**src/s5h_pkg.sv**
```systemverilog
// shared types, constants and helpers for the socks5 client handshake engine
// no dependencies; imported by every module of the block
`timescale 1ns / 1ps

package s5h_pkg;

    // credential bytes carried per field (user name, password)
    localparam int          CRED_BYTES   = 8;
    localparam logic [3:0]  CRED_LEN_MAX = 4'(CRED_BYTES);

    // input operation codes
    localparam logic OP_START = 1'b0;
    localparam logic OP_RX    = 1'b1;

    // result kinds
    localparam logic [1:0] KIND_BYTE = 2'd0;
    localparam logic [1:0] KIND_DONE = 2'd1;
    localparam logic [1:0] KIND_FAIL = 2'd2;

    // configuration register indexes
    localparam logic [2:0] REG_TARGET_IS_IPV6 = 3'd0;
    localparam logic [2:0] REG_ADDR_HIGH      = 3'd1;
    localparam logic [2:0] REG_ADDR_LOW       = 3'd2;
    localparam logic [2:0] REG_PORT           = 3'd3;
    localparam logic [2:0] REG_USER_LEN       = 3'd4;
    localparam logic [2:0] REG_PASS_LEN       = 3'd5;
    localparam logic [2:0] REG_USER_BYTES     = 3'd6;
    localparam logic [2:0] REG_PASS_BYTES     = 3'd7;

    // protocol bytes
    localparam logic [7:0] SOCKS_VER       = 8'h05;
    localparam logic [7:0] METHOD_NONE     = 8'h00;
    localparam logic [7:0] METHOD_USERPASS = 8'h02;
    localparam logic [7:0] AUTH_VER        = 8'h01;
    localparam logic [7:0] AUTH_OK         = 8'h00;
    localparam logic [7:0] CMD_CONNECT     = 8'h01;
    localparam logic [7:0] RSV_BYTE        = 8'h00;
    localparam logic [7:0] REP_OK          = 8'h00;
    localparam logic [7:0] ATYP_IPV4       = 8'h01;
    localparam logic [7:0] ATYP_DOMAIN     = 8'h03;
    localparam logic [7:0] ATYP_IPV6       = 8'h04;
    localparam logic [7:0] GREET_ONE       = 8'h01;
    localparam logic [7:0] GREET_TWO       = 8'h02;

    // result burst codes, at most one burst per input item
    localparam logic [2:0] BURST_GREET      = 3'd0;
    localparam logic [2:0] BURST_GREET_AUTH = 3'd1;
    localparam logic [2:0] BURST_AUTH       = 3'd2;
    localparam logic [2:0] BURST_CONN4      = 3'd3;
    localparam logic [2:0] BURST_CONN6      = 3'd4;
    localparam logic [2:0] BURST_DONE       = 3'd5;
    localparam logic [2:0] BURST_FAIL       = 3'd6;

    // burst lengths
    localparam logic [4:0] LEN_GREET      = 5'd3;
    localparam logic [4:0] LEN_GREET_AUTH = 5'd4;
    localparam logic [4:0] LEN_CONN4      = 5'd10;
    localparam logic [4:0] LEN_CONN6      = 5'd22;
    localparam logic [4:0] LEN_SINGLE     = 5'd1;
    localparam logic [4:0] LEN_AUTH_FIXED = 5'd3;

    typedef struct packed {
        logic        ipv6;
        logic [63:0] addr_high;
        logic [63:0] addr_low;
        logic [15:0] port;
        logic [3:0]  user_len;
        logic [3:0]  pass_len;
        logic [63:0] user_bytes;
        logic [63:0] pass_bytes;
    } t_cfg;

    typedef struct packed {
        logic       valid;
        logic [2:0] code;
    } t_burst;

    // saturate a credential length
    function automatic logic [3:0] cred_len(input logic [3:0] len);
        return (len > CRED_LEN_MAX) ? CRED_LEN_MAX : len;
    endfunction

endpackage

```
**src/s5h_cfg_regs.sv**
```systemverilog
// configuration register file for the socks5 client handshake engine
// depends on s5h_pkg
`timescale 1ns / 1ps

module s5h_cfg_regs import s5h_pkg::*; (
    input  logic        i_clk,
    input  logic        i_rst_n,
    input  logic        i_wr_en,
    input  logic [2:0]  i_wr_index,
    input  logic [63:0] i_wr_data,
    output t_cfg        o_cfg
);

    t_cfg r_cfg;

    always_ff @(posedge i_clk) begin
        if (!i_rst_n) begin
            r_cfg <= '0;
        end else if (i_wr_en) begin
            unique case (i_wr_index)
                REG_TARGET_IS_IPV6: r_cfg.ipv6       <= i_wr_data[0];
                REG_ADDR_HIGH:      r_cfg.addr_high  <= i_wr_data;
                REG_ADDR_LOW:       r_cfg.addr_low   <= i_wr_data;
                REG_PORT:           r_cfg.port       <= i_wr_data[15:0];
                REG_USER_LEN:       r_cfg.user_len   <= i_wr_data[3:0];
                REG_PASS_LEN:       r_cfg.pass_len   <= i_wr_data[3:0];
                REG_USER_BYTES:     r_cfg.user_bytes <= i_wr_data;
                REG_PASS_BYTES:     r_cfg.pass_bytes <= i_wr_data;
            endcase
        end
    end

    assign o_cfg = r_cfg;

endmodule

```
**src/s5h_parser.sv**
```systemverilog
// reply parser and phase tracking; picks the result burst, if any, for each input item
// depends on s5h_pkg
`timescale 1ns / 1ps

module s5h_parser import s5h_pkg::*; (
    input  logic       i_clk,
    input  logic       i_rst_n,
    input  logic       i_take,
    input  logic       i_operation,
    input  logic [7:0] i_rx_byte,
    input  t_cfg       i_cfg,
    output t_burst     o_burst
);

    localparam logic [2:0] PH_IDLE  = 3'd0;
    localparam logic [2:0] PH_GREET = 3'd1;
    localparam logic [2:0] PH_AUTH  = 3'd2;
    localparam logic [2:0] PH_CONN  = 3'd3;
    localparam logic [2:0] PH_DONE  = 3'd4;
    localparam logic [2:0] PH_FAIL  = 3'd5;

    logic [2:0] r_phase, n_phase;
    logic [8:0] r_count, n_count;
    logic [7:0] r_first, n_first;
    logic [7:0] r_atype, n_atype;
    logic [7:0] r_dlen,  n_dlen;

    logic [9:0] rx_cnt;
    logic [9:0] total;
    logic       awaiting;
    t_burst     burst;

    assign rx_cnt   = {1'b0, r_count} + 10'd1;
    assign awaiting = (r_phase == PH_GREET) || (r_phase == PH_AUTH) || (r_phase == PH_CONN);

    // expected connect reply length from the bound address type
    always_comb begin
        if (r_atype == ATYP_IPV4) begin
            total = 10'd10;
        end else if (r_atype == ATYP_IPV6) begin
            total = 10'd22;
        end else if (r_atype == ATYP_DOMAIN) begin
            total = 10'd7 + {2'b00, r_dlen};
        end else begin
            total = 10'd0;
        end
    end

    always_comb begin
        n_phase    = r_phase;
        n_count    = r_count;
        n_first    = r_first;
        n_atype    = r_atype;
        n_dlen     = r_dlen;
        burst      = '0;
        burst.code = BURST_GREET;
        if (i_take) begin
            if (i_operation == OP_START) begin
                n_count     = '0;
                n_first     = '0;
                n_atype     = '0;
                n_dlen      = '0;
                n_phase     = PH_GREET;
                burst.valid = 1'b1;
                burst.code  = (i_cfg.user_len != 4'd0) ? BURST_GREET_AUTH : BURST_GREET;
            end else if (awaiting) begin
                n_count = r_count + 9'd1;
                if (r_count == 9'd0) begin
                    n_first = i_rx_byte;
                end else if (r_phase == PH_GREET) begin
                    burst.valid = 1'b1;
                    priority if (r_first != SOCKS_VER) begin
                        n_phase    = PH_FAIL;
                        burst.code = BURST_FAIL;
                    end else if (i_rx_byte == METHOD_NONE) begin
                        n_phase    = PH_CONN;
                        n_count    = '0;
                        burst.code = i_cfg.ipv6 ? BURST_CONN6 : BURST_CONN4;
                    end else if (i_rx_byte == METHOD_USERPASS && i_cfg.user_len != 4'd0) begin
                        n_phase    = PH_AUTH;
                        n_count    = '0;
                        burst.code = BURST_AUTH;
                    end else begin
                        n_phase    = PH_FAIL;
                        burst.code = BURST_FAIL;
                    end
                end else if (r_phase == PH_AUTH) begin
                    burst.valid = 1'b1;
                    if (r_first != AUTH_VER || i_rx_byte != AUTH_OK) begin
                        n_phase    = PH_FAIL;
                        burst.code = BURST_FAIL;
                    end else begin
                        n_phase    = PH_CONN;
                        n_count    = '0;
                        burst.code = i_cfg.ipv6 ? BURST_CONN6 : BURST_CONN4;
                    end
                end else begin
                    if (r_count == 9'd1 && (r_first != SOCKS_VER || i_rx_byte != REP_OK)) begin
                        n_phase     = PH_FAIL;
                        burst.valid = 1'b1;
                        burst.code  = BURST_FAIL;
                    end else begin
                        if (r_count == 9'd3) begin
                            n_atype = i_rx_byte;
                        end
                        if (r_count == 9'd4) begin
                            n_dlen = i_rx_byte;
                        end
                        // address type and length are settled once six bytes are in
                        if (rx_cnt >= 10'd6) begin
                            if (total == 10'd0) begin
                                n_phase     = PH_FAIL;
                                burst.valid = 1'b1;
                                burst.code  = BURST_FAIL;
                            end else if (rx_cnt >= total) begin
                                n_phase     = PH_DONE;
                                burst.valid = 1'b1;
                                burst.code  = BURST_DONE;
                            end
                        end
                    end
                end
            end
        end
    end

    always_ff @(posedge i_clk) begin
        if (!i_rst_n) begin
            r_phase <= PH_IDLE;
            r_count <= '0;
            r_first <= '0;
            r_atype <= '0;
            r_dlen  <= '0;
        end else begin
            r_phase <= n_phase;
            r_count <= n_count;
            r_first <= n_first;
            r_atype <= n_atype;
            r_dlen  <= n_dlen;
        end
    end

    assign o_burst = burst;

    a_fail_enters_fail_phase: assert property (@(posedge i_clk) disable iff (!i_rst_n)
        (burst.valid && burst.code == BURST_FAIL) |=> (r_phase == PH_FAIL))
        else $error("fail result without fail phase");

endmodule

```
**src/s5h_emitter.sv**
```systemverilog
// request byte sequencer with output register; plays one burst a byte per cycle while the output is not stalled
// depends on s5h_pkg
`timescale 1ns / 1ps

module s5h_emitter import s5h_pkg::*; (
    input  logic       i_clk,
    input  logic       i_rst_n,
    input  t_burst     i_load,
    input  t_cfg       i_cfg,
    input  logic       i_out_ready,
    output logic       o_can_load,
    output logic       o_out_valid,
    output logic [1:0] o_kind,
    output logic [7:0] o_tx_byte,
    output logic       o_last
);

    logic       r_active;
    logic [2:0] r_code;
    logic [4:0] r_idx;
    logic [4:0] r_len;
    logic       r_out_valid;
    logic [1:0] r_kind;
    logic [7:0] r_tx;
    logic       r_last;

    logic            step;
    logic            last_step;
    logic [3:0]      user_sat;
    logic [3:0]      pass_sat;
    logic [4:0]      load_len;
    logic [1:0]      kind;
    logic [7:0]      byte_val;
    logic [7:0][7:0] user_arr;
    logic [7:0][7:0] pass_arr;
    logic [15:0][7:0] addr6;
    logic [3:0][7:0] addr4;
    logic [4:0]      off4;
    logic [4:0]      u_off;
    logic [4:0]      p_off;

    assign user_sat  = cred_len(i_cfg.user_len);
    assign pass_sat  = cred_len(i_cfg.pass_len);
    assign user_arr  = i_cfg.user_bytes;
    assign pass_arr  = i_cfg.pass_bytes;
    assign addr6     = {i_cfg.addr_high, i_cfg.addr_low};
    assign addr4     = i_cfg.addr_low[31:0];
    assign off4      = r_idx - 5'd4;
    assign u_off     = r_idx - 5'd2;
    assign p_off     = r_idx - 5'd3 - {1'b0, user_sat};

    assign step       = r_active && (!r_out_valid || i_out_ready);
    assign last_step  = (r_idx == r_len - 5'd1);
    assign o_can_load = !r_active || (step && last_step);

    always_comb begin
        unique case (i_load.code)
            BURST_GREET:      load_len = LEN_GREET;
            BURST_GREET_AUTH: load_len = LEN_GREET_AUTH;
            BURST_AUTH:       load_len = LEN_AUTH_FIXED + {1'b0, user_sat} + {1'b0, pass_sat};
            BURST_CONN4:      load_len = LEN_CONN4;
            BURST_CONN6:      load_len = LEN_CONN6;
            default:          load_len = LEN_SINGLE;
        endcase
    end

    // byte at the current position of the burst
    always_comb begin
        kind     = KIND_BYTE;
        byte_val = 8'h00;
        unique case (r_code)
            BURST_GREET: begin
                if (r_idx == 5'd0)      byte_val = SOCKS_VER;
                else if (r_idx == 5'd1) byte_val = GREET_ONE;
                else                    byte_val = METHOD_NONE;
            end
            BURST_GREET_AUTH: begin
                if (r_idx == 5'd0)      byte_val = SOCKS_VER;
                else if (r_idx == 5'd1) byte_val = GREET_TWO;
                else if (r_idx == 5'd2) byte_val = METHOD_NONE;
                else                    byte_val = METHOD_USERPASS;
            end
            BURST_AUTH: begin
                if (r_idx == 5'd0) begin
                    byte_val = AUTH_VER;
                end else if (r_idx == 5'd1) begin
                    byte_val = {4'h0, user_sat};
                end else if (r_idx < 5'd2 + {1'b0, user_sat}) begin
                    byte_val = user_arr[u_off[2:0]];
                end else if (r_idx == 5'd2 + {1'b0, user_sat}) begin
                    byte_val = {4'h0, pass_sat};
                end else begin
                    byte_val = pass_arr[p_off[2:0]];
                end
            end
            BURST_CONN4, BURST_CONN6: begin
                if (r_idx == 5'd0)              byte_val = SOCKS_VER;
                else if (r_idx == 5'd1)         byte_val = CMD_CONNECT;
                else if (r_idx == 5'd2)         byte_val = RSV_BYTE;
                else if (r_idx == 5'd3)         byte_val = (r_code == BURST_CONN6) ? ATYP_IPV6
                                                                                   : ATYP_IPV4;
                else if (r_idx == r_len - 5'd2) byte_val = i_cfg.port[15:8];
                else if (r_idx == r_len - 5'd1) byte_val = i_cfg.port[7:0];
                else if (r_code == BURST_CONN6) byte_val = addr6[4'd15 - off4[3:0]];
                else                            byte_val = addr4[2'd3 - off4[1:0]];
            end
            BURST_DONE: kind = KIND_DONE;
            default:    kind = KIND_FAIL;
        endcase
    end

    always_ff @(posedge i_clk) begin
        if (!i_rst_n) begin
            r_active    <= 1'b0;
            r_out_valid <= 1'b0;
        end else begin
            if (i_load.valid) begin
                r_active <= 1'b1;
            end else if (step && last_step) begin
                r_active <= 1'b0;
            end
            if (step) begin
                r_out_valid <= 1'b1;
            end else if (i_out_ready) begin
                r_out_valid <= 1'b0;
            end
        end
    end

    always_ff @(posedge i_clk) begin
        if (i_load.valid) begin
            r_code <= i_load.code;
            r_idx  <= '0;
            r_len  <= load_len;
        end else if (step) begin
            r_idx <= r_idx + 5'd1;
        end
        if (step) begin
            r_kind <= kind;
            r_tx   <= byte_val;
            r_last <= last_step;
        end
    end

    assign o_out_valid = r_out_valid;
    assign o_kind      = r_kind;
    assign o_tx_byte   = r_tx;
    assign o_last      = r_last;

    a_idx_in_burst: assert property (@(posedge i_clk) disable iff (!i_rst_n)
        r_active |-> (r_idx < r_len))
        else $error("burst position past burst length");

endmodule

```
**src/socks5_client_handshake.sv**
```systemverilog
// top level of the socks5 client handshake engine (greeting, auth, connect)
// depends on s5h_pkg, s5h_cfg_regs, s5h_parser, s5h_emitter
`timescale 1ns / 1ps

// channel   direction  handshake                   payload
// in        input      i_in_valid / o_in_ready     i_operation, i_rx_byte
// out       output     o_out_valid / i_out_ready   o_kind, o_tx_byte, o_last
// cfg       input      i_cfg_valid / o_cfg_ready   i_cfg_index, i_cfg_data
//
// an item that causes one result or none: one input per cycle while the output is ready
// an item that causes a request: 3 to 22 request bytes, one per cycle while the output
// does not stall, through the single-byte output register; the input register refills
// while the last byte leaves; first results pass the input, burst and output registers
// synchronous active-low reset clears phase, reply counters, config and all valid flags
// a stalled output holds the burst and, through the input register, the input channel

module socks5_client_handshake import s5h_pkg::*; (
    input  logic        i_clk,
    input  logic        i_rst_n,
    // input channel
    input  logic        i_in_valid,
    output logic        o_in_ready,
    input  logic        i_operation,
    input  logic [7:0]  i_rx_byte,
    // result channel
    output logic        o_out_valid,
    input  logic        i_out_ready,
    output logic [1:0]  o_kind,
    output logic [7:0]  o_tx_byte,
    output logic        o_last,
    // configuration write channel
    input  logic        i_cfg_valid,
    output logic        o_cfg_ready,
    input  logic [2:0]  i_cfg_index,
    input  logic [63:0] i_cfg_data
);

    // input register
    logic       r_in_valid;
    logic       r_in_op;
    logic [7:0] r_in_byte;

    logic   consume;
    logic   can_load;
    t_cfg   cfg;
    t_burst burst;

    // config writes are always taken
    assign o_cfg_ready = 1'b1;

    // the held item moves on once the sequencer can take its burst
    assign consume    = r_in_valid && can_load;
    assign o_in_ready = !r_in_valid || consume;

    always_ff @(posedge i_clk) begin
        if (!i_rst_n) begin
            r_in_valid <= 1'b0;
        end else if (i_in_valid && o_in_ready) begin
            r_in_valid <= 1'b1;
        end else if (consume) begin
            r_in_valid <= 1'b0;
        end
    end

    always_ff @(posedge i_clk) begin
        if (i_in_valid && o_in_ready) begin
            r_in_op   <= i_operation;
            r_in_byte <= i_rx_byte;
        end
    end

    s5h_cfg_regs u_cfg (
        .i_clk      (i_clk),
        .i_rst_n    (i_rst_n),
        .i_wr_en    (i_cfg_valid && o_cfg_ready),
        .i_wr_index (i_cfg_index),
        .i_wr_data  (i_cfg_data),
        .o_cfg      (cfg)
    );

    // protocol state and reply decoding
    s5h_parser u_parser (
        .i_clk       (i_clk),
        .i_rst_n     (i_rst_n),
        .i_take      (consume),
        .i_operation (r_in_op),
        .i_rx_byte   (r_in_byte),
        .i_cfg       (cfg),
        .o_burst     (burst)
    );

    // request bytes and status results, one per cycle while the output is ready
    s5h_emitter u_emitter (
        .i_clk       (i_clk),
        .i_rst_n     (i_rst_n),
        .i_load      (burst),
        .i_cfg       (cfg),
        .i_out_ready (i_out_ready),
        .o_can_load  (can_load),
        .o_out_valid (o_out_valid),
        .o_kind      (o_kind),
        .o_tx_byte   (o_tx_byte),
        .o_last      (o_last)
    );

    // done and failed stand alone, so they always close their item
    a_status_is_last: assert property (@(posedge i_clk) disable iff (!i_rst_n)
        (o_out_valid && o_kind != KIND_BYTE) |-> o_last)
        else $error("status result not marked last");

    a_status_no_byte: assert property (@(posedge i_clk) disable iff (!i_rst_n)
        (o_out_valid && o_kind != KIND_BYTE) |-> (o_tx_byte == 8'h00))
        else $error("status result carries a byte");

    a_reset_clears_out: assert property (@(posedge i_clk)
        !i_rst_n |=> !o_out_valid)
        else $error("result valid right after reset");

endmodule

```
**config.mk**
```make
export PLATFORM = sky130hd
export DESIGN_NAME = socks5_client_handshake
export DESIGN_NICKNAME = d
export VERILOG_FILES = /design/src/s5h_pkg.sv /design/src/s5h_cfg_regs.sv /design/src/s5h_parser.sv /design/src/s5h_emitter.sv /design/src/socks5_client_handshake.sv
export SDC_FILE = /design/constraint.sdc
export NUM_CORES = 1
export LEC_CHECK = 0
export BUFFER_PORTS_ARGS = -buffer_cell sky130_fd_sc_hd__buf_2
export CORE_ASPECT_RATIO = 0.75
export CORE_MARGIN = 8
export CORE_UTILIZATION = 40
export DETAILED_ROUTE_END_ITERATION = 12
export PLACE_DENSITY = 0.58
export SLEW_MARGIN = 25
export SYNTH_ARGS = -nofsm -noshare
export SYNTH_HDL_FRONTEND = slang
export SYNTH_HIERARCHICAL = 1
export SYNTH_SLANG_ARGS = --single-unit
```
**constraint.sdc**
```tcl
create_clock -name i_clk -period 9.1 [get_ports i_clk]
set_clock_uncertainty 0.05 [all_clocks]
set_input_delay 0.91 -clock i_clk [delete_from_list [all_inputs] [get_ports i_clk]]
set_output_delay 0.91 -clock i_clk [all_outputs]
set_load 0.05 [all_outputs]
```
; Word level (Yosys, flattened, before mapping)
; Index checks and enable logic that the tools add are counted.
[totals]
in_bits = 81
regBits = 353
output_inout_bits = 14
wordCells = 229
[op_classes]
n_eq_ne = 44
magnitude_cmp = 9
mux = 94
addsub = 15
reduce_logical = 43
[ops]
columns = operator, n
row1 = 8-bit two-way mux, 35
row2 = 9-bit two-way mux, 9
row3 = 3-bit two-way mux, 19
row4 = 8-bit binary-select mux with 3-bit select, 2
row5 = 4-bit two-way mux, 12
row6 = 8-bit binary-select mux with 4-bit select, 1
row7 = 8-bit case mux with 4 select lines, 1
row8 = 10-bit two-way mux, 3
row9 = 5-bit case mux with 5 select lines, 1
row10 = 3-bit by 2-bit == test with 1-bit output (second input constant), 8
row11 = 3-bit == test (second input constant), 7
row12 = 2-bit AND reduction, 9
row13 = 8-bit binary-select mux with 2-bit select, 1
row14 = 8-bit by 2-bit == test with 1-bit output (second input constant), 2
row15 = 5-bit == test, 3
row16 = 7-bit AND reduction, 2
row17 = 3-bit by 1-bit == test with 1-bit output (second input constant), 4
row18 = 2-bit by 4-bit adder with 5-bit output (first input constant), 2
row19 = 9-bit by 1-bit adder with 10-bit output (second input constant), 1
row20 = 5-bit by 2-bit == test with 1-bit output (second input constant), 2
row21 = 10-bit greater-or-equal comparator, 1
row22 = 10-bit by 3-bit greater-or-equal comparator with 1-bit output (second input constant), 1
row23 = 10-bit zero test, 1
row24 = 3-bit by 8-bit adder with 9-bit output (first input constant), 1
row25 = 44 further kinds, 77

; Longest topological paths before layout
; Gate-level depths: netlist of run 1.
[depth]
ltp_word = 17
depth_mapped = 17
mapped_depth_nobuf = 17

; Cells and area by module
; Netlist of run 1, hierarchy kept.
[by_module_without_submodules]
columns = mod, seq_area_each_um2, cells_per_inst, area_per_inst_um2, instances
row1 = s5h_cfg_regs, 5625.4, 984, 10243.6, 1
row2 = s5h_emitter, 710.7, 450, 4503.1, 1
row3 = s5h_parser, 720.7, 312, 2517.4, 1
row4 = socks5_client_handshake, 290.3, 17, 346.6, 1

; Least setup slack after synthesis of run 1
; Ideal clock, no wire load.
[synth_path]
path_kind = flip-flop to flip-flop
startpoint = register u_parser.r_atype[3]
endpoint = register u_emitter.r_len[2], data pin
setup_slack_ns = 5.570
required_ns = 8.777
t_arrival_ns = 3.207
stages_incl_launch_ff = 16
period_less_slack_ns = 3.530
setup_time_ns = 0.273
path_buffers = 0
cell_sequence = dfxtp_1 or4_1 nor2_2 inv_1 nor2_1 nand2_1 ha_1 o21ai_0 a221oi_1 a21oi_1 nor4_1 nor2_1 o32ai_1 nor2b_1 a21oi_1 o21ai_0
[synth_lines]
columns = element, line_no
row1 = start: declaration, s5h_parser.sv:25  ; logic [7:0] r_atype, n_atype;
row2 = start signal: assignment, s5h_parser.sv:138  ; r_atype <= n_atype;
row3 = end signal: assignment, s5h_emitter.sv:134  ; r_len <= load_len;
row4 = end: declaration, s5h_emitter.sv:21  ; logic [4:0] r_len;

; Final worst setup path of run 1
[layout_path]
startpoint = register u_emitter.r_len[2]
endpoint = output o_in_ready
[layout_via]
elab_chain_len = 6
[layout_rtl]
columns = element, line_no
row1 = 5-bit by 1-bit subtractor with 5-bit output, s5h_emitter.sv:53  ; assign last_step = (r_idx == r_len - 5'd1);
row2 = 5-bit == test, s5h_emitter.sv:53
row3 = 1-bit logical AND, s5h_emitter.sv:54  ; assign o_can_load = !r_active || (step && last_step);
row4 = 1-bit logical OR, s5h_emitter.sv:54
row5 = net can_load, socks5_client_handshake.sv:44  ; logic can_load;
row6 = 1-bit logical AND, socks5_client_handshake.sv:52  ; assign consume = r_in_valid && can_load;
row7 = 1-bit logical OR, socks5_client_handshake.sv:53  ; assign o_in_ready = !r_in_valid || consume;
row8 = end: declaration, socks5_client_handshake.sv:22  ; output logic o_in_ready,
; The timed path passes the listed nets, and every way through them passes these cells.

==> impl_metrics.yaml, run 1 <==
drt:
  drc: 0
  wl_per_cell_um: 21.3
  ant_nets: 0
  initialDrtViolationCount: 876
  num_vias: 13200
  drt-total-wl_um: 51300
  drtPass1Iterations: 7
  viasPerCell: 5.47
sta:
  relSlewSlack: 0.297
  setup_viol: 0
  hold_viol: 0
  totalNegativeSetupSlack_ns: 0
  worst_pin_slew_ns: 1.03
  whs_ns: 0.405
  finalCriticalPeriod_ns: 4.23
  fin_crit_sh: 0.464
  fin_ws_ns: 4.87
  rsz0062_at_grt: "no"
  fmax_mhz: 237
  slew_violations: 0
worst_setup_path:
  end_kind: "output pin"
  worst-path-max-fanout: 14
  cp.required_ns: 8.14
  r2r_slack_ns: 4.93
  cp-start-kind: "flop"
  crit_chain: "inv_1 -> ha_1 -> a21boi_0 -> xnor2_1 -> nor4_4 -> nand2b_1 -> nand2_1 -> nand2b_4 -> buf_2"
  r2r-end: "u_emitter/r_len[2]"
  cp.arrival_ns: 3.27
  crit_buf_inv: 2
  rr_startpoint: "u_emitter/r_len[2]"
  crit_family: "simple AND/OR/NAND/NOR gates"
  critPathLaunch: "u_emitter/r_len[2]"
  slowest_delay_ns: 0.81
  crit_type: "flop to output pin"
  worstRegToRegCells: 13
  crit_slowest_cell: "nor4_4"
logic_synthesis:
  synth_mux_area_frac: 0.259
  synth_edf_count: 28
  yosys.area.top_type_share: 0.369
  synth_xor_area_frac: 0.0222
  synth_seq_cells: 353
  synth_fp_nets: 1884
  yosysSeqAreaShare: 0.417
  syn_inst: 1763
  yosysTopAreaCell: "dfxtp_1"
  syn_avg_cell_area_um2: 9.99
  yosys_warnings: 6
  synth_flop_cell: "dfxtp_1"
  synthSimpleGateAreaFrac: 0.165
  yosys-top-cells-area: "dfxtp_1 (37%), mux2i_1 (19%), nand2_1 (8.4%)"
  synth_compound_area_frac: 0.0629
  synth_top_family_by_area: "multiplexers"
  netlist_area_um2: 17600
  async_flop_share: 0
  synthDistinctLibCells: 97
  synth_fa_ha_area_frac: 0.0288
placed_design:
  pre_cts_ws_ns: 5.00
  post-dp-hpwl_um: 36400
  port_buffers: 93
  gp_congestion: 0.942
  place_inst: 2338
die:
  chipWidth_um: 258
  die-height_um: 198
  io_pins: 95
  core_um2: 43400
  die-area_um2: 51100
  rows: 66
  start_util: 0.405
layout:
  syn2layout_area_growth_pct: 11.6
  drive_gt1_frac: 0.144
  antenna_cells: 0
  nets: 1922
  final_cell_count_no_fill: 2406
cts:
  htreeDepth: 2
  cts_buffer_depth: 3
  clkTransAtPathRegs_ns: 0.06
  cts_tree: "done"
  post-cts-setup-buffers: 0
  clock_sinks: 353
  cts_made_buffers: 39
  cts.root.buffer_cell: "clkbuf_16"
  clk_latency_ns: 0.54
  postCtsResizedCells: 0
  postCtsHoldBufs: 0
global_routing:
  grt_pass1_vias: 13000
  overflow: 0
  grt_antenna_before_repair: 1
  grt_max_degree: 173
  grt_pass1_wl_um: 78500
  track_usage: 0.196
worst_hold_path:
  hold_end: "u_cfg/o_cfg[229]"
  min_path_cells: 2
  min_path_type: "flop to flop"
  min-delay-start: "u_cfg/o_cfg[229]"
pwr:
  p_leak_nw: 8.63
  ir_drop_uv: 118
  powerDensity_nw_per_um2: 214
outcome:
  status: "completed"
job:
  drv_cap: 0
==> report_power, final <==
group          switching [mW]  internal, mW  leakage (nW)
clock network           0.643          1.02         0.649
logic                   0.563         0.318          5.08
registers              0.0449          1.61          2.90
==> worst reg2reg max path, stage by stage, from the launching register on <==
cell	delay (ns)
edfxtp_1	0.45
inv_1	0.17
ha_1	0.20
a21boi_0	0.26
xnor2_1	0.15
nor4_4	0.81
nand2b_1	0.15
nand2_1	0.12
and2_2	0.25
nand3_1	0.12
o32ai_1	0.81
nor2b_1	0.27
a21oi_1	0.06
o21ai_0	0.16
==> worst max path at each step <==
stage / to / slack (ns) / cells past startpoint
floorplan: u_emitter/r_len[2] / 5.57 / 15
global placement: u_emitter/r_len[2] / 5.12 / 15
CTS: o_in_ready / 4.87 / 9
finish: o_in_ready / 4.87 / 9
global route: u_emitter/r_len[2] / 4.68 / 13
detailed placement: u_emitter/r_len[2] / 5.00 / 13
==> placed cells by master (no fill, tap or decap), types with 5 or more instances in the layout <==
cell       Yosys  layout
nand3b_1       5       5
nor2_1        89      89
xnor2_1       18      18
nor3b_1        5       5
dfxtp_1      325     323
o21ai_0       19      19
a31oi_1        6       6
nand4_1        8       8
o21ai_1        5       5
nand4b_1       5       5
a21oi_1       33      33
a22oi_1       14      14
a211o_1        6       6
nand2b_1      16      16
xor2_1        12      12
nor2b_1       16      15
nand3_1       25      25
buf_4         23      17
nand2_1      393     393
and3_1         7       7
nor3_1        18      18
and2_1        14      14
clkbuf_1      41      11
a211oi_1       6       6
buf_2         31      92
clkbuf_16      0      39
bufinv_16      0       6
clkbuf_8       0       7
edfxtp_1      28      28
o22ai_1       14      14
inv_1         29      28
ha_1          39      38
mux2i_1      329     329
nor4_1        10      10
mux4_2        54      54
==> synth_stat cells, types with 18 or more instances <==
cell,number
a21oi_1,33
buf_2,31
buf_4,23
clkbuf_1,41
dfxtp_1,325
edfxtp_1,28
ha_1,39
inv_1,29
mux2i_1,329
mux4_2,54
nand2_1,393
nand3_1,25
nor2_1,89
nor3_1,18
o21ai_0,19
xnor2_1,18
==> state kept, by name, indices dropped and copies added, names as in the netlist <==
register / cells
u_emitter/r_code: 3
u_parser/r_dlen: 8
u_cfg/o_cfg: 281
u_emitter/o_last: 1
u_emitter/o_out_valid: 1
u_emitter/r_active: 1
r_in_op: 1
u_emitter/r_len: 5
r_in_valid: 1
r_in_byte: 8
u_parser/r_atype: 8
u_emitter/o_kind: 2
u_parser/r_phase: 3
u_parser/r_first: 8
u_emitter/r_idx: 5
u_parser/r_count: 9
u_emitter/o_tx_byte: 8
==> logic make-up after synthesis <==
kind of cell / count (synthesis)
multiplexers: 386
flip-flops: 353
AND/OR/NAND/NOR: 642
AO/OA/AOI/OAI: 159
other: 2
XOR/XNOR: 36
buffers and inverters: 145
adder cells (fa/ha/maj): 40
==> per-stage QoR <==
| step | cell area [um^2] | utilization | total power, mW |
|---|---|---|---|
| 3_5_place_dp | 18300 | 0.422 | 2.56 |
| 4_1_cts | 19700 | 0.452 | 4.22 |
| 6_report | 19700 | 0.452 | 4.20 |
| 3_3_place_gp | 18300 | 0.422 | 2.55 |
| 5_1_grt | 19700 | 0.452 | 4.34 |
| 2_1_floorplan | 17600 | - | 2.29 |
==> cell type report <==
type                            count  area [um^2]
Fill cell                        4114        23800
Multi-Input combinational cell   1265         9520
Sequential cell                   353         7350
Clock buffer                       57         1110
Tap cell                          578          723
Timing Repair Buffer              111          623
Clock inverter                     11          209
Inverter                           31          116
==> routing by layer <==
layer,track usage,share of wire
met2,0.295,0.43
met1,0.281,0.48
met4,0.0524,0.024
met3,0.0402,0.063
met5,0.0115,0.0015
Note: power is estimated with default switching activity, not from simulation.
==> inputs of run 2 (changes only) <==
--- a/config.mk
+++ b/config.mk
@@ -10,7 +10,7 @@
 export CORE_MARGIN = 8
 export CORE_UTILIZATION = 40
 export DETAILED_ROUTE_END_ITERATION = 12
-export PLACE_DENSITY = 0.58
+export PLACE_DENSITY = 0.6
 export SLEW_MARGIN = 25
 export SYNTH_ARGS = -nofsm -noshare
 export SYNTH_HDL_FRONTEND = slang
==> constraint.sdc (replaced) <==
create_clock -name i_clk -period 3.47 [get_ports i_clk]
set_clock_uncertainty 0.05 [all_clocks]
set_input_delay 0.347 -clock i_clk [delete_from_list [all_inputs] [get_ports i_clk]]
set_output_delay 0.347 -clock i_clk [all_outputs]
set_load 0.05 [all_outputs]
==> run 2 against run 1 <==
Compared with the run above: global-route usage fell by 0.49 points; setup slack worse by 4.8 ns; sequential cell count unchanged; largest cell class unchanged; sequential share of layout area shrank 0.90 points; hold slack lost 0.38 ns.
==> impl_metrics.yaml, run 2 (synthesized netlist as in run 1, its figures left out) <==
cts:
  htreeDepth: 2
  clock_sinks: 353
  cts_made_buffers: 38
  cts_buffer_depth: 3
  clkTransAtPathRegs_ns: 0.06
  cts_tree: "done"
  clk_latency_ns: 0.55
  cts.root.buffer_cell: "clkbuf_16"
worst_setup_path:
  cp-start-kind: "flop"
  cp.arrival_ns: 3.61
  crit_type: "flop to flop"
  end_kind: "flop"
  cp.required_ns: 3.71
  worst-path-max-fanout: 7
placed_design:
  post-dp-hpwl_um: 35900
  port_buffers: 93
  gp_congestion: 0.935
global_routing:
  grt_pass1_wl_um: 77000
  track_usage: 0.191
  grt_pass1_vias: 13000
  overflow: 0
  grt_max_degree: 91
  grt_antenna_before_repair: 2
sta:
  rsz0062_at_grt: "yes"
  relSlewSlack: 0.412
  slew_violations: 0
  fmax_mhz: 296
  setup_viol: 0
  hold_viol: 0
  fin_crit_sh: 0.973
  finalCriticalPeriod_ns: 3.38
  worst_pin_slew_ns: 0.882
  whs_ns: 0.0233
drt:
  viasPerCell: 5.41
  wl_per_cell_um: 20.4
  drtPass1Iterations: 6
  drc: 0
  num_vias: 13300
  ant_nets: 0
  drt-total-wl_um: 50100
  initialDrtViolationCount: 941
die:
  start_util: 0.405
  die-height_um: 198
  core_um2: 43400
  rows: 66
  io_pins: 95
  die-area_um2: 51100
  chipWidth_um: 258
layout:
  drive_gt1_frac: 0.172
  layout_commonest_cell: "nand2_1"
  largest_reg_flops: 281
  n_fill_cell: 4135
  regArea_um2: 7350
  nets: 1973
  syn2layout_area_growth_pct: 14.4
  multi_input_area_um2: 9630
  final_util: 0.464
  final_cell_mix: "nand2_1 (392), mux2i_1 (329), dfxtp_1 (322)"
pwr:
  p_leak_nw: 8.87
  powerDensity_nw_per_um2: 542
  ir_drop_uv: 292
outcome:
  status: "completed"
worst_hold_path:
  min_path_type: "input port to flop"
job:
  drv_cap: 0
==> run 2: repair_timing <==
| item | 4_1_cts | 5_1_grt |
|---|---|---|
| resized for setup | 3 | 25 |
| setup buffers | 0 | 1 |
| pin swaps | 1 | 5 |
| endpoints found under the setup margin | 13 | 16 |
| hold buffers | 9 | 0 |
| hold endpoints to repair | 9 | 0 |
==> run 2: critical path, cell delays in order (launching register included) <==
cell and delay, ns:
dfxtp_2 0.32, or4_4 0.53, nor2_4 0.13, inv_2 0.06
nor2_4 0.13, nand4_1 0.14, ha_1 0.32, o21ai_1 0.09
nor2_1 0.06, or3_4 0.36, a21oi_2 0.13, nor4_2 0.05
nor2_1 0.15, o32ai_2 0.10, buf_4 0.19, nor2b_1 0.14
a21oi_1 0.12, o21ai_1 0.06
==> run 2: worst paths after layout <==
| check | from | end | slack (ns) | cells past startpoint |
|---|---|---|---|---|
| max | u_parser/r_atype[3] | u_emitter/r_len[2] | 0.09 | 17 |
| min | i_in_valid | r_in_valid | 0.02 | 3 |
| max reg2reg | u_parser/r_atype[3] | u_emitter/r_len[2] | 0.09 | 17 |
| min reg2reg | u_cfg/o_cfg[268] | u_cfg/o_cfg[268] | 0.40 | 2 |
==> run 2: layer usage <==
layer | share of wire | vias up | global-route usage
met5 | 0 | - | 0
met4 | 0.021 | 0 | 0.0499
met3 | 0.059 | 60 | 0.0347
met1 | 0.47 | 6488 | 0.266
met2 | 0.45 | 360 | 0.302
li1 | - | 6384 | -
==> run 2: layout make-up <==
type	instances	share of cell area
multi-input combinational	1265	0.478
sequential	353	0.365
clock buffer	59	0.0573
timing repair buffer	163	0.0541
tap	578	0.0359
inverter	31	0.00578
clock inverter	8	0.00335
antenna	2	0.000249
==> run 2: power breakdown <==
group	leakage [nW]	switching (mW)	internal (mW)
sequential	2.90	0.109	4.22
combinational	5.37	1.59	0.992
clock	0.599	1.69	2.31
total	8.87	3.39	7.52
==> run 2: per-stage QoR <==
step	area [um^2]	total power [mW]	instances	worst slack (ns)	TNS (ns)
4_1_cts	20000	10.9	2456	0.0170	0
5_1_grt	20100	11.3	2459	-0.0749	-0.153
2_1_floorplan	17600	6.01	1763	0.123	0
6_report	20100	10.9	2459	0.0948	0
3_3_place_gp	18700	6.93	2380	-0.0889	-0.110
3_5_place_dp	18700	6.94	2380	-0.154	-0.454
